## config.mk

```make
export PLATFORM = sky130hd
export DESIGN_NAME = voxel_cube_draw_engine
export DESIGN_NICKNAME = d
export VERILOG_FILES = /design/src/hw/rtl/vcd_pkg.sv /design/src/hw/rtl/voxel_cube_draw_engine.sv /design/src/hw/rtl/vcd_row_ram.sv
export SDC_FILE = /design/constraint.sdc
export NUM_CORES = 2
export LEC_CHECK = 0
export ABC_AREA = 1
export BUFFER_PORTS_ARGS = -buffer_cell sky130_fd_sc_hd__buf_2
export CAP_MARGIN = 0
export CORE_MARGIN = 2
export CORE_UTILIZATION = 45
export DETAILED_ROUTE_END_ITERATION = 12
export PLACE_DENSITY = 0.58
export SYNTH_ARGS = -nofsm -noshare
export SYNTH_HDL_FRONTEND = slang
export SYNTH_HIERARCHICAL = 1
export SYNTH_SLANG_ARGS = --single-unit
```

## constraint.sdc

```tcl
create_clock -name i_clk -period 13.5 [get_ports i_clk]
set_input_delay 2.025 -clock i_clk [delete_from_list [all_inputs] [get_ports i_clk]]
set_output_delay 2.025 -clock i_clk [all_outputs]
set_load 0.02 [all_outputs]
```

## src/hw/rtl/vcd_pkg.sv

```systemverilog
// package: opcodes, sizes and types for the voxel cube draw engine
package vcd_pkg;
    localparam int Edge = 8;
    localparam int Rows = Edge * Edge;
    localparam int RowAw = $clog2(Rows);

    typedef enum logic [3:0] {
        OP_FILL = 4'd0, OP_SET = 4'd1, OP_GET = 4'd2, OP_PLANE = 4'd3,
        OP_FBOX = 4'd4, OP_WBOX = 4'd5, OP_EBOX = 4'd6, OP_MIRROR = 4'd7,
        OP_SHIFT = 4'd8, OP_MOVE = 4'd9
    } t_op;

    localparam logic [1:0] AXIS_X = 2'd0;
    localparam logic [1:0] AXIS_Y = 2'd1;
    localparam logic [1:0] AXIS_Z = 2'd2;
    localparam logic [1:0] AXIS_NONE = 2'd3;

    typedef enum logic [1:0] {
        S_CLEAR, S_IDLE, S_RUN, S_DONE
    } t_state;

    typedef struct packed {
        logic             wr_en;
        logic [RowAw-1:0] wr_addr;
        logic [7:0]       wr_data;
        logic [RowAw-1:0] rd_addr;
    } t_mem_req;
endpackage

```

## src/hw/rtl/voxel_cube_draw_engine.sv

```systemverilog
// top level: command sequencer for the voxel cube frame buffer
// The frame buffer lives in two 64 x 8 row memories used as a ping-pong pair. After reset the
// engine clears every row of the active copy before it takes the first beat. A command
// that takes effect reads every row of the active copy, one row per cycle with a registered
// read, and writes the updated row into the other copy in the next cycle; after the walk
// the copies swap, so mirror and shift never see a row they have already changed. The result
// is loaded once the walk is over for a command that takes effect and without a walk for one
// that does nothing; the next beat is taken the cycle
// after the result is loaded. The result sits in an output register one beat deep; a result
// still waiting there holds the engine in its done state until it is taken.
module voxel_cube_draw_engine (
    input  logic       i_clk,
    input  logic       i_rst_n,
    input  logic       i_valid,
    output logic       o_ready,
    input  logic [3:0] i_opcode,
    input  logic [3:0] i_x_a,
    input  logic [3:0] i_x_b,
    input  logic [3:0] i_y_a,
    input  logic [3:0] i_y_b,
    input  logic [3:0] i_z_a,
    input  logic [3:0] i_z_b,
    input  logic [7:0] i_fill_pattern,
    input  logic       i_level,
    input  logic [1:0] i_axis,
    input  logic signed [3:0] i_step,
    output logic       o_valid,
    input  logic       i_ready,
    output logic       o_voxel_bit,
    output logic       o_took_effect
);
    localparam int Aw = vcd_pkg::RowAw;

    vcd_pkg::t_state r_state, n_state;
    logic [Aw:0]   r_cnt, n_cnt;
    logic          r_bank, n_bank;
    logic          r_ov, n_ov, r_obit, r_oeff;
    logic [3:0]    r_op;
    logic [2:0]    r_x1, r_x2, r_y1, r_y2, r_z1, r_z2, r_px, r_py, r_pz;
    logic [2:0]    r_tx, r_ty, r_tz;
    logic [7:0]    r_pat;
    logic          r_level, r_up, r_eff, r_gbit;
    logic [1:0]    r_axis;
    vcd_pkg::t_mem_req req0, req1;
    logic [7:0]    rd0, rd1, rd_data;
    logic          accept, load;

    logic [3:0]    sx1, sx2, sy1, sy2, sz1, sz2, coord, sum;
    logic          inb, eff0;

    logic [Aw-1:0] rd_idx, w_idx, src_addr;
    logic [2:0]    ay, az, wy, wz;
    logic          zero_src, yf, zf, yin, zin;
    logic [7:0]    line, ends, own_bit, tgt_bit, moved, row_new;

    vcd_row_ram u_ram0 (.i_clk(i_clk), .i_req(req0), .o_rd_data(rd0));
    vcd_row_ram u_ram1 (.i_clk(i_clk), .i_req(req1), .o_rd_data(rd1));

    assign rd_data = r_bank ? rd1 : rd0;

    // decode at accept
    always_comb begin
        sx1 = (i_x_a > i_x_b) ? i_x_b : i_x_a;
        sx2 = (i_x_a > i_x_b) ? i_x_a : i_x_b;
        sy1 = (i_y_a > i_y_b) ? i_y_b : i_y_a;
        sy2 = (i_y_a > i_y_b) ? i_y_a : i_y_b;
        sz1 = (i_z_a > i_z_b) ? i_z_b : i_z_a;
        sz2 = (i_z_a > i_z_b) ? i_z_a : i_z_b;
        inb = !i_x_a[3] && !i_y_a[3] && !i_z_a[3];
        coord = (i_axis == vcd_pkg::AXIS_X) ? i_x_a :
                (i_axis == vcd_pkg::AXIS_Y) ? i_y_a : i_z_a;
        sum = coord + $unsigned(i_step);
        eff0 = 1'b0;
        unique case (i_opcode)
            vcd_pkg::OP_FILL: eff0 = 1'b1;
            vcd_pkg::OP_SET, vcd_pkg::OP_GET: eff0 = inb;
            vcd_pkg::OP_PLANE: eff0 = (i_axis != vcd_pkg::AXIS_NONE) && !coord[3];
            vcd_pkg::OP_FBOX, vcd_pkg::OP_WBOX, vcd_pkg::OP_EBOX:
                eff0 = !sx2[3] && !sy2[3] && !sz2[3];
            vcd_pkg::OP_MIRROR: eff0 = (i_axis != vcd_pkg::AXIS_NONE);
            vcd_pkg::OP_SHIFT: eff0 = (i_axis != vcd_pkg::AXIS_NONE) &&
                                      (i_step == 4'sd1 || i_step == -4'sd1);
            vcd_pkg::OP_MOVE: eff0 = (i_axis != vcd_pkg::AXIS_NONE) && inb && !sum[3];
            default: eff0 = 1'b0;
        endcase
    end

    // read side: row issued this cycle, write side: row read in the previous cycle
    assign rd_idx = r_cnt[Aw-1:0];
    assign w_idx = Aw'(r_cnt - 1'b1);
    assign ay = rd_idx[2:0];
    assign az = rd_idx[Aw-1:3];
    assign wy = w_idx[2:0];
    assign wz = w_idx[Aw-1:3];

    always_comb begin
        src_addr = rd_idx;
        if (r_op == vcd_pkg::OP_MIRROR) begin
            if (r_axis == vcd_pkg::AXIS_Y) src_addr = {az, 3'd7 - ay};
            else if (r_axis == vcd_pkg::AXIS_Z) src_addr = {3'd7 - az, ay};
        end else if (r_op == vcd_pkg::OP_SHIFT) begin
            if (r_axis == vcd_pkg::AXIS_Y) src_addr = {az, r_up ? ay - 3'd1 : ay + 3'd1};
            else if (r_axis == vcd_pkg::AXIS_Z) src_addr = {r_up ? az - 3'd1 : az + 3'd1, ay};
        end
    end

    always_comb begin
        zero_src = 1'b0;
        if (r_axis == vcd_pkg::AXIS_Y) zero_src = r_up ? (wy == 3'd0) : (wy == 3'd7);
        else if (r_axis == vcd_pkg::AXIS_Z) zero_src = r_up ? (wz == 3'd0) : (wz == 3'd7);
        line = (8'hFF << r_x1) & ~(8'hFE << r_x2);
        ends = (8'h01 << r_x1) | (8'h01 << r_x2);
        yin = (wy >= r_y1) && (wy <= r_y2);
        zin = (wz >= r_z1) && (wz <= r_z2);
        yf = (wy == r_y1) || (wy == r_y2);
        zf = (wz == r_z1) || (wz == r_z2);
        own_bit = 8'h01 << r_px;
        tgt_bit = 8'h01 << r_tx;
        // move: source cleared first, then target set
        moved = rd_data;
        if (w_idx == {r_pz, r_py}) moved = moved & ~own_bit;
        if (w_idx == {r_tz, r_ty}) moved = moved | tgt_bit;
        row_new = rd_data;
        case (r_op)
            vcd_pkg::OP_FILL: row_new = r_pat;
            vcd_pkg::OP_SET: begin
                if (w_idx == {r_pz, r_py})
                    row_new = r_level ? (rd_data | own_bit) : (rd_data & ~own_bit);
            end
            vcd_pkg::OP_PLANE: begin
                if (r_axis == vcd_pkg::AXIS_X)
                    row_new = r_level ? (rd_data | own_bit) : (rd_data & ~own_bit);
                else if ((r_axis == vcd_pkg::AXIS_Y && wy == r_py) ||
                         (r_axis == vcd_pkg::AXIS_Z && wz == r_pz))
                    row_new = {8{r_level}};
            end
            vcd_pkg::OP_FBOX, vcd_pkg::OP_WBOX, vcd_pkg::OP_EBOX: begin
                if (yin && zin) begin
                    if (r_op == vcd_pkg::OP_FBOX) row_new = rd_data | line;
                    else if (r_op == vcd_pkg::OP_WBOX)
                        row_new = rd_data | ((yf || zf) ? line : ends);
                    else
                        row_new = rd_data | ((yf && zf) ? line : ((yf || zf) ? ends : 8'h00));
                end
            end
            vcd_pkg::OP_MIRROR: begin
                if (r_axis == vcd_pkg::AXIS_X)
                    for (int i = 0; i < 8; i++) row_new[i] = rd_data[7-i];
            end
            vcd_pkg::OP_SHIFT: begin
                if (r_axis == vcd_pkg::AXIS_X)
                    row_new = r_up ? (rd_data >> 1) : (rd_data << 1);
                else if (zero_src)
                    row_new = 8'h00;
            end
            vcd_pkg::OP_MOVE: row_new = moved;
            default: row_new = rd_data;
        endcase
    end

    always_comb begin
        n_state = r_state;
        n_cnt = r_cnt;
        n_bank = r_bank;
        n_ov = r_ov;
        req0 = '0;
        req1 = '0;
        o_ready = 1'b0;
        load = 1'b0;
        if (r_ov && i_ready) n_ov = 1'b0;
        unique case (r_state)
            vcd_pkg::S_CLEAR: begin
                req0.wr_en = 1'b1;
                req0.wr_addr = rd_idx;
                req0.wr_data = 8'h00;
                n_cnt = r_cnt + 1'b1;
                if (rd_idx == Aw'(vcd_pkg::Rows - 1)) begin
                    n_cnt = '0;
                    n_state = vcd_pkg::S_IDLE;
                end
            end
            vcd_pkg::S_IDLE: begin
                o_ready = 1'b1;
                if (i_valid) begin
                    n_cnt = '0;
                    n_state = eff0 ? vcd_pkg::S_RUN : vcd_pkg::S_DONE;
                end
            end
            vcd_pkg::S_RUN: begin
                if (r_bank) begin
                    req1.rd_addr = src_addr;
                    if (r_cnt != '0) begin
                        req0.wr_en = 1'b1;
                        req0.wr_addr = w_idx;
                        req0.wr_data = row_new;
                    end
                end else begin
                    req0.rd_addr = src_addr;
                    if (r_cnt != '0) begin
                        req1.wr_en = 1'b1;
                        req1.wr_addr = w_idx;
                        req1.wr_data = row_new;
                    end
                end
                n_cnt = r_cnt + 1'b1;
                if (r_cnt[Aw]) begin
                    n_cnt = '0;
                    n_bank = !r_bank;
                    n_state = vcd_pkg::S_DONE;
                end
            end
            vcd_pkg::S_DONE: begin
                if (!r_ov || i_ready) begin
                    load = 1'b1;
                    n_ov = 1'b1;
                    n_state = vcd_pkg::S_IDLE;
                end
            end
            default: n_state = vcd_pkg::S_IDLE;
        endcase
    end

    assign accept = o_ready && i_valid;

    always_ff @(posedge i_clk) begin
        if (!i_rst_n) begin
            r_state <= vcd_pkg::S_CLEAR;
            r_cnt <= '0;
            r_bank <= 1'b0;
            r_ov <= 1'b0;
            r_obit <= 1'b0;
            r_oeff <= 1'b0;
        end else begin
            r_state <= n_state;
            r_cnt <= n_cnt;
            r_bank <= n_bank;
            r_ov <= n_ov;
            if (load) begin
                r_obit <= r_gbit;
                r_oeff <= r_eff;
            end
        end
    end

    always_ff @(posedge i_clk) begin
        if (accept) begin
            r_op <= i_opcode;
            r_x1 <= sx1[2:0];
            r_x2 <= sx2[2:0];
            r_y1 <= sy1[2:0];
            r_y2 <= sy2[2:0];
            r_z1 <= sz1[2:0];
            r_z2 <= sz2[2:0];
            r_px <= i_x_a[2:0];
            r_py <= i_y_a[2:0];
            r_pz <= i_z_a[2:0];
            r_tx <= (i_axis == vcd_pkg::AXIS_X) ? sum[2:0] : i_x_a[2:0];
            r_ty <= (i_axis == vcd_pkg::AXIS_Y) ? sum[2:0] : i_y_a[2:0];
            r_tz <= (i_axis == vcd_pkg::AXIS_Z) ? sum[2:0] : i_z_a[2:0];
            r_pat <= i_fill_pattern;
            r_level <= i_level;
            r_axis <= i_axis;
            r_up <= (i_step == 4'sd1);
            r_eff <= eff0;
            r_gbit <= 1'b0;
        end else if (r_state == vcd_pkg::S_RUN && r_cnt != '0 && r_op == vcd_pkg::OP_GET &&
                     w_idx == {r_pz, r_py}) begin
            r_gbit <= rd_data[r_px];
        end
    end

    assign o_valid = r_ov;
    assign o_voxel_bit = r_obit;
    assign o_took_effect = r_oeff;
endmodule

```

## src/hw/rtl/vcd_row_ram.sv

```systemverilog
// row memory: 64 x 8, one write and one registered read port
module vcd_row_ram (
    input  logic              i_clk,
    input  vcd_pkg::t_mem_req i_req,
    output logic [7:0]        o_rd_data
);
    logic [7:0] r_mem [vcd_pkg::Rows];

    always_ff @(posedge i_clk) begin
        if (i_req.wr_en) begin
            r_mem[i_req.wr_addr] <= i_req.wr_data;
        end
        o_rd_data <= r_mem[i_req.rd_addr];
    end
endmodule

```

==> results.sh <==
export IMPL_worstReg2RegEnd="u_ram1/r_mem[11][5]"
export IMPL_cts_setup_buffers=0
export IMPL_cpLargestDelayFamily="simple AND/OR/NAND/NOR gates"
export IMPL_dp_hpwl_um=77900
export IMPL_critical_path_class="reg -> reg"
export IMPL_worstMarginPinSlew_ps=1330
export IMPL_slew_viol_final=0
export IMPL_end_kind="flop"
export IMPL_finClkSkew_ps=64.1
export IMPL_cts_hold_buf=0
export IMPL_max_cap_viol_count=0
export IMPL_wl_per_cell_um=21.7
export IMPL_critPathMaxFanout=14
export IMPL_grt_first_pass_wirelength_um=199000
export IMPL_synth_edf_count=1077
export IMPL_use_met3=0.0370
export IMPL_cp_slowest_stage_delay_ps=950
export IMPL_cts_tree="done"
export IMPL_diodes=0
export IMPL_clk_pin_slew_ps=60
export IMPL_synthArstFlopShare=0
export IMPL_synth_top_flop_cell="edfxtp_1"
export IMPL_globalRouteTotalUtil=0.233
export IMPL_grt_setup_unrepaired="false"
export IMPL_outcome="finished, final reports clean"
export IMPL_use_met1=0.326
export IMPL_p_leak_nw=19.6
export IMPL_cts_buffers=115
export IMPL_hold_ws_ps=505
export IMPL_clkSinkCount=1107
export IMPL_holdCritStartpoint="r_eff"
export IMPL_seq_area_frac_synth=0.668
export IMPL_critPathBufInv=2
export IMPL_fin_crit_sh=0.424
export IMPL_dieArea_um2=112000
export IMPL_syn_nets=4700
export IMPL_antenna_found_initial=1
export IMPL_cpMostUsedCell="nor2_1"
export IMPL_max_slew_margin_rel=0.112
export IMPL_ir_drop_mv=0.121
export IMPL_busiest_layer="met2"
export IMPL_clockBufferDepth=3
export IMPL_std_cell_rows=121
export IMPL_die_h_um=335
export IMPL_nNetsFinal=4679
export IMPL_synth_distinct_cells=54
export IMPL_period_minus_slack_ps=5720
export IMPL_drive_above_1_share=0.0782
export IMPL_drcViolationCount=0
export IMPL_worstHoldEndpoint="o_took_effect"
export IMPL_whs_path_depth=2
export IMPL_hold_class="reg -> reg"
export IMPL_fmax_ghz=0.175
export IMPL_clock_latency_ps=730
export IMPL_pin_count=51
export IMPL_cp_slowest_cell="nor2_1"
export IMPL_via_count=33700
export IMPL_fp_dieW_um=335
export IMPL_reg2reg_depth=9
export IMPL_cts_resized=0
export IMPL_core_area_um2=109000
export IMPL_synth_seq_cells=1107
export IMPL_startpoint_type="flop"
export IMPL_grt_max_degree=211
export IMPL_ant_nets=0
export IMPL_port_buffers=50
export IMPL_final_cell_mix="nand2_1, edfxtp_1, nand3_1, nor2_1, inv_1"
export IMPL_syn2layout_area_growth_pct=9.49
export IMPL_final_util=0.496
export IMPL_root_buffer="clkbuf_16"
export IMPL_powerDensity_nw_per_um2=149
export IMPL_grt_use_met2=0.376
export IMPL_syn_avg_cell_area_um2=10.7
export IMPL_viasPerCell=5.52
export IMPL_wl_um=132000
export IMPL_worst_ep_required_time_ps=13800
export IMPL_cts_htree_levels=3
export IMPL_finalPower_mw=8.02
export IMPL_yosys_warnings=6
export IMPL_netlist_area_um2=49300
export IMPL_grt_ovfl_total=0
export IMPL_drt_iter0_markers=3381
export IMPL_first_pass_iters=5
export IMPL_final_common_cell="nand2_1"
export IMPL_critPathArrivalTime_ps=6020
export IMPL_final_hold_viol_count=0
export IMPL_r2r_slack_ps=7780
export IMPL_grt_pass1_vias=32000
export IMPL_initial_core_util=0.453
export IMPL_place_congestion=0.886
export IMPL_fin_tns_setup_ps=0
export IMPL_regToRegStartpoint="r_cnt[0]"
export IMPL_setup_viol=0
export IMPL_synthCells=4615
export IMPL_crit_chain="inv_4 -> ha_1 -> nand3_2 -> nor3_1 -> nor2_1 -> inv_1 -> nor2_1 -> nand4_1 -> nor2_1"
## Yosys cell counts (all sizes together) (7+ instances only)
cell / instances / share of area
nor4: 20 / 0.0025
nand2: 1564 / 0.12
a311oi: 8 / 0.0014
o21ai: 83 / 0.0090
nor3: 7 / 0.00071
clkbuf: 46 / 0.0035
nand4: 31 / 0.0041
or2: 9 / 0.0011
o21a: 8 / 0.0012
a21oi: 36 / 0.0037
dfxtp: 30 / 0.012
edfxtp: 1077 / 0.66
o211ai: 7 / 0.0011
buf: 205 / 0.032
nand3: 968 / 0.10
inv: 158 / 0.012
xor2: 14 / 0.0026
o22ai: 13 / 0.0016
ha: 35 / 0.0089
nor2: 262 / 0.021
## power breakdown
part / internal [mW] / switching, mW / total, mW
combinational: 0.277 / 0.732 / 1.01
sequential: 3.82 / 0.0747 / 3.90
clock: 1.79 / 1.33 / 3.12
total: 5.88 / 2.14 / 8.02
## sequential cells by signal, indices dropped and copies added, names as in the netlist, 3 cells and up
name              flops
u_ram0/r_mem        512
r_op                  4
r_z2                  3
r_px                  3
u_ram1/o_rd_data      8
r_tx                  3
u_ram1/r_mem        512
r_z1                  3
r_cnt                 7
r_x1                  3
r_pat                 8
r_tz                  3
r_pz                  3
r_x2                  3
u_ram0/o_rd_data      8
r_y1                  3
r_py                  3
r_ty                  3
r_y2                  3
## metal layers
metal | wire [um] | vias up | share of wire
li1 | - | 16000 | -
met1 | 58100 | 16400 | 0.44
met2 | 62200 | 1071 | 0.47
met3 | 8660 | 191 | 0.065
met4 | 3400 | 0 | 0.026
met5 | 0 | - | 0
## cells by family after synthesis
logic type	Yosys count	share of synthesized area
simple gates	2864	0.249
flops	1107	0.668
buf+inv	412	0.0482
compound gates	175	0.0211
fa+ha+maj	38	0.0101
xor+xnor	19	0.00353
## how the worst max path moves through the flow
stage / start / end / cells after the start
6_report: r_cnt[0] / u_ram1/r_mem[11][5] / 9
5_1_grt: r_cnt[0] / u_ram1/r_mem[38][2] / 9
4_1_cts: r_cnt[0] / u_ram1/r_mem[9][3] / 9
3_5_place_dp: r_cnt[0] / u_ram0/r_mem[39][5] / 9
3_3_place_gp: r_cnt[0] / u_ram1/r_mem[60][3] / 9
2_1_floorplan: r_cnt[0] / u_ram0/r_mem[0][2] / 21
## metrics by stage
| step | worst slack (ps) | area (um^2) | cells |
|---|---|---|---|
| CTS | 7970 | 54000 | 6107 |
| detailed placement | 8010 | 50300 | 5891 |
| floorplan | 8470 | 49300 | 4615 |
| global placement | 8070 | 50300 | 5891 |
| finish | 7780 | 54000 | 6107 |
| global route | 7520 | 54000 | 6107 |
## area by class of cell
class / instances / area [um^2]
Multi-Input combinational cell: 3096 / 14200
Sequential cell: 1107 / 32900
Inverter: 161 / 631
Clock inverter: 66 / 632
Tap cell: 1414 / 1770
Timing Repair Buffer: 113 / 736
Fill cell: 9723 / 54800
Clock buffer: 150 / 3120
## tightest hold or removal path, cell delays in order, from the launching register on
cell,delay (ps)
edfxtp_1,320
o21ai_0,80
nor2_1,70
Power figures use the tool's default switching activity.
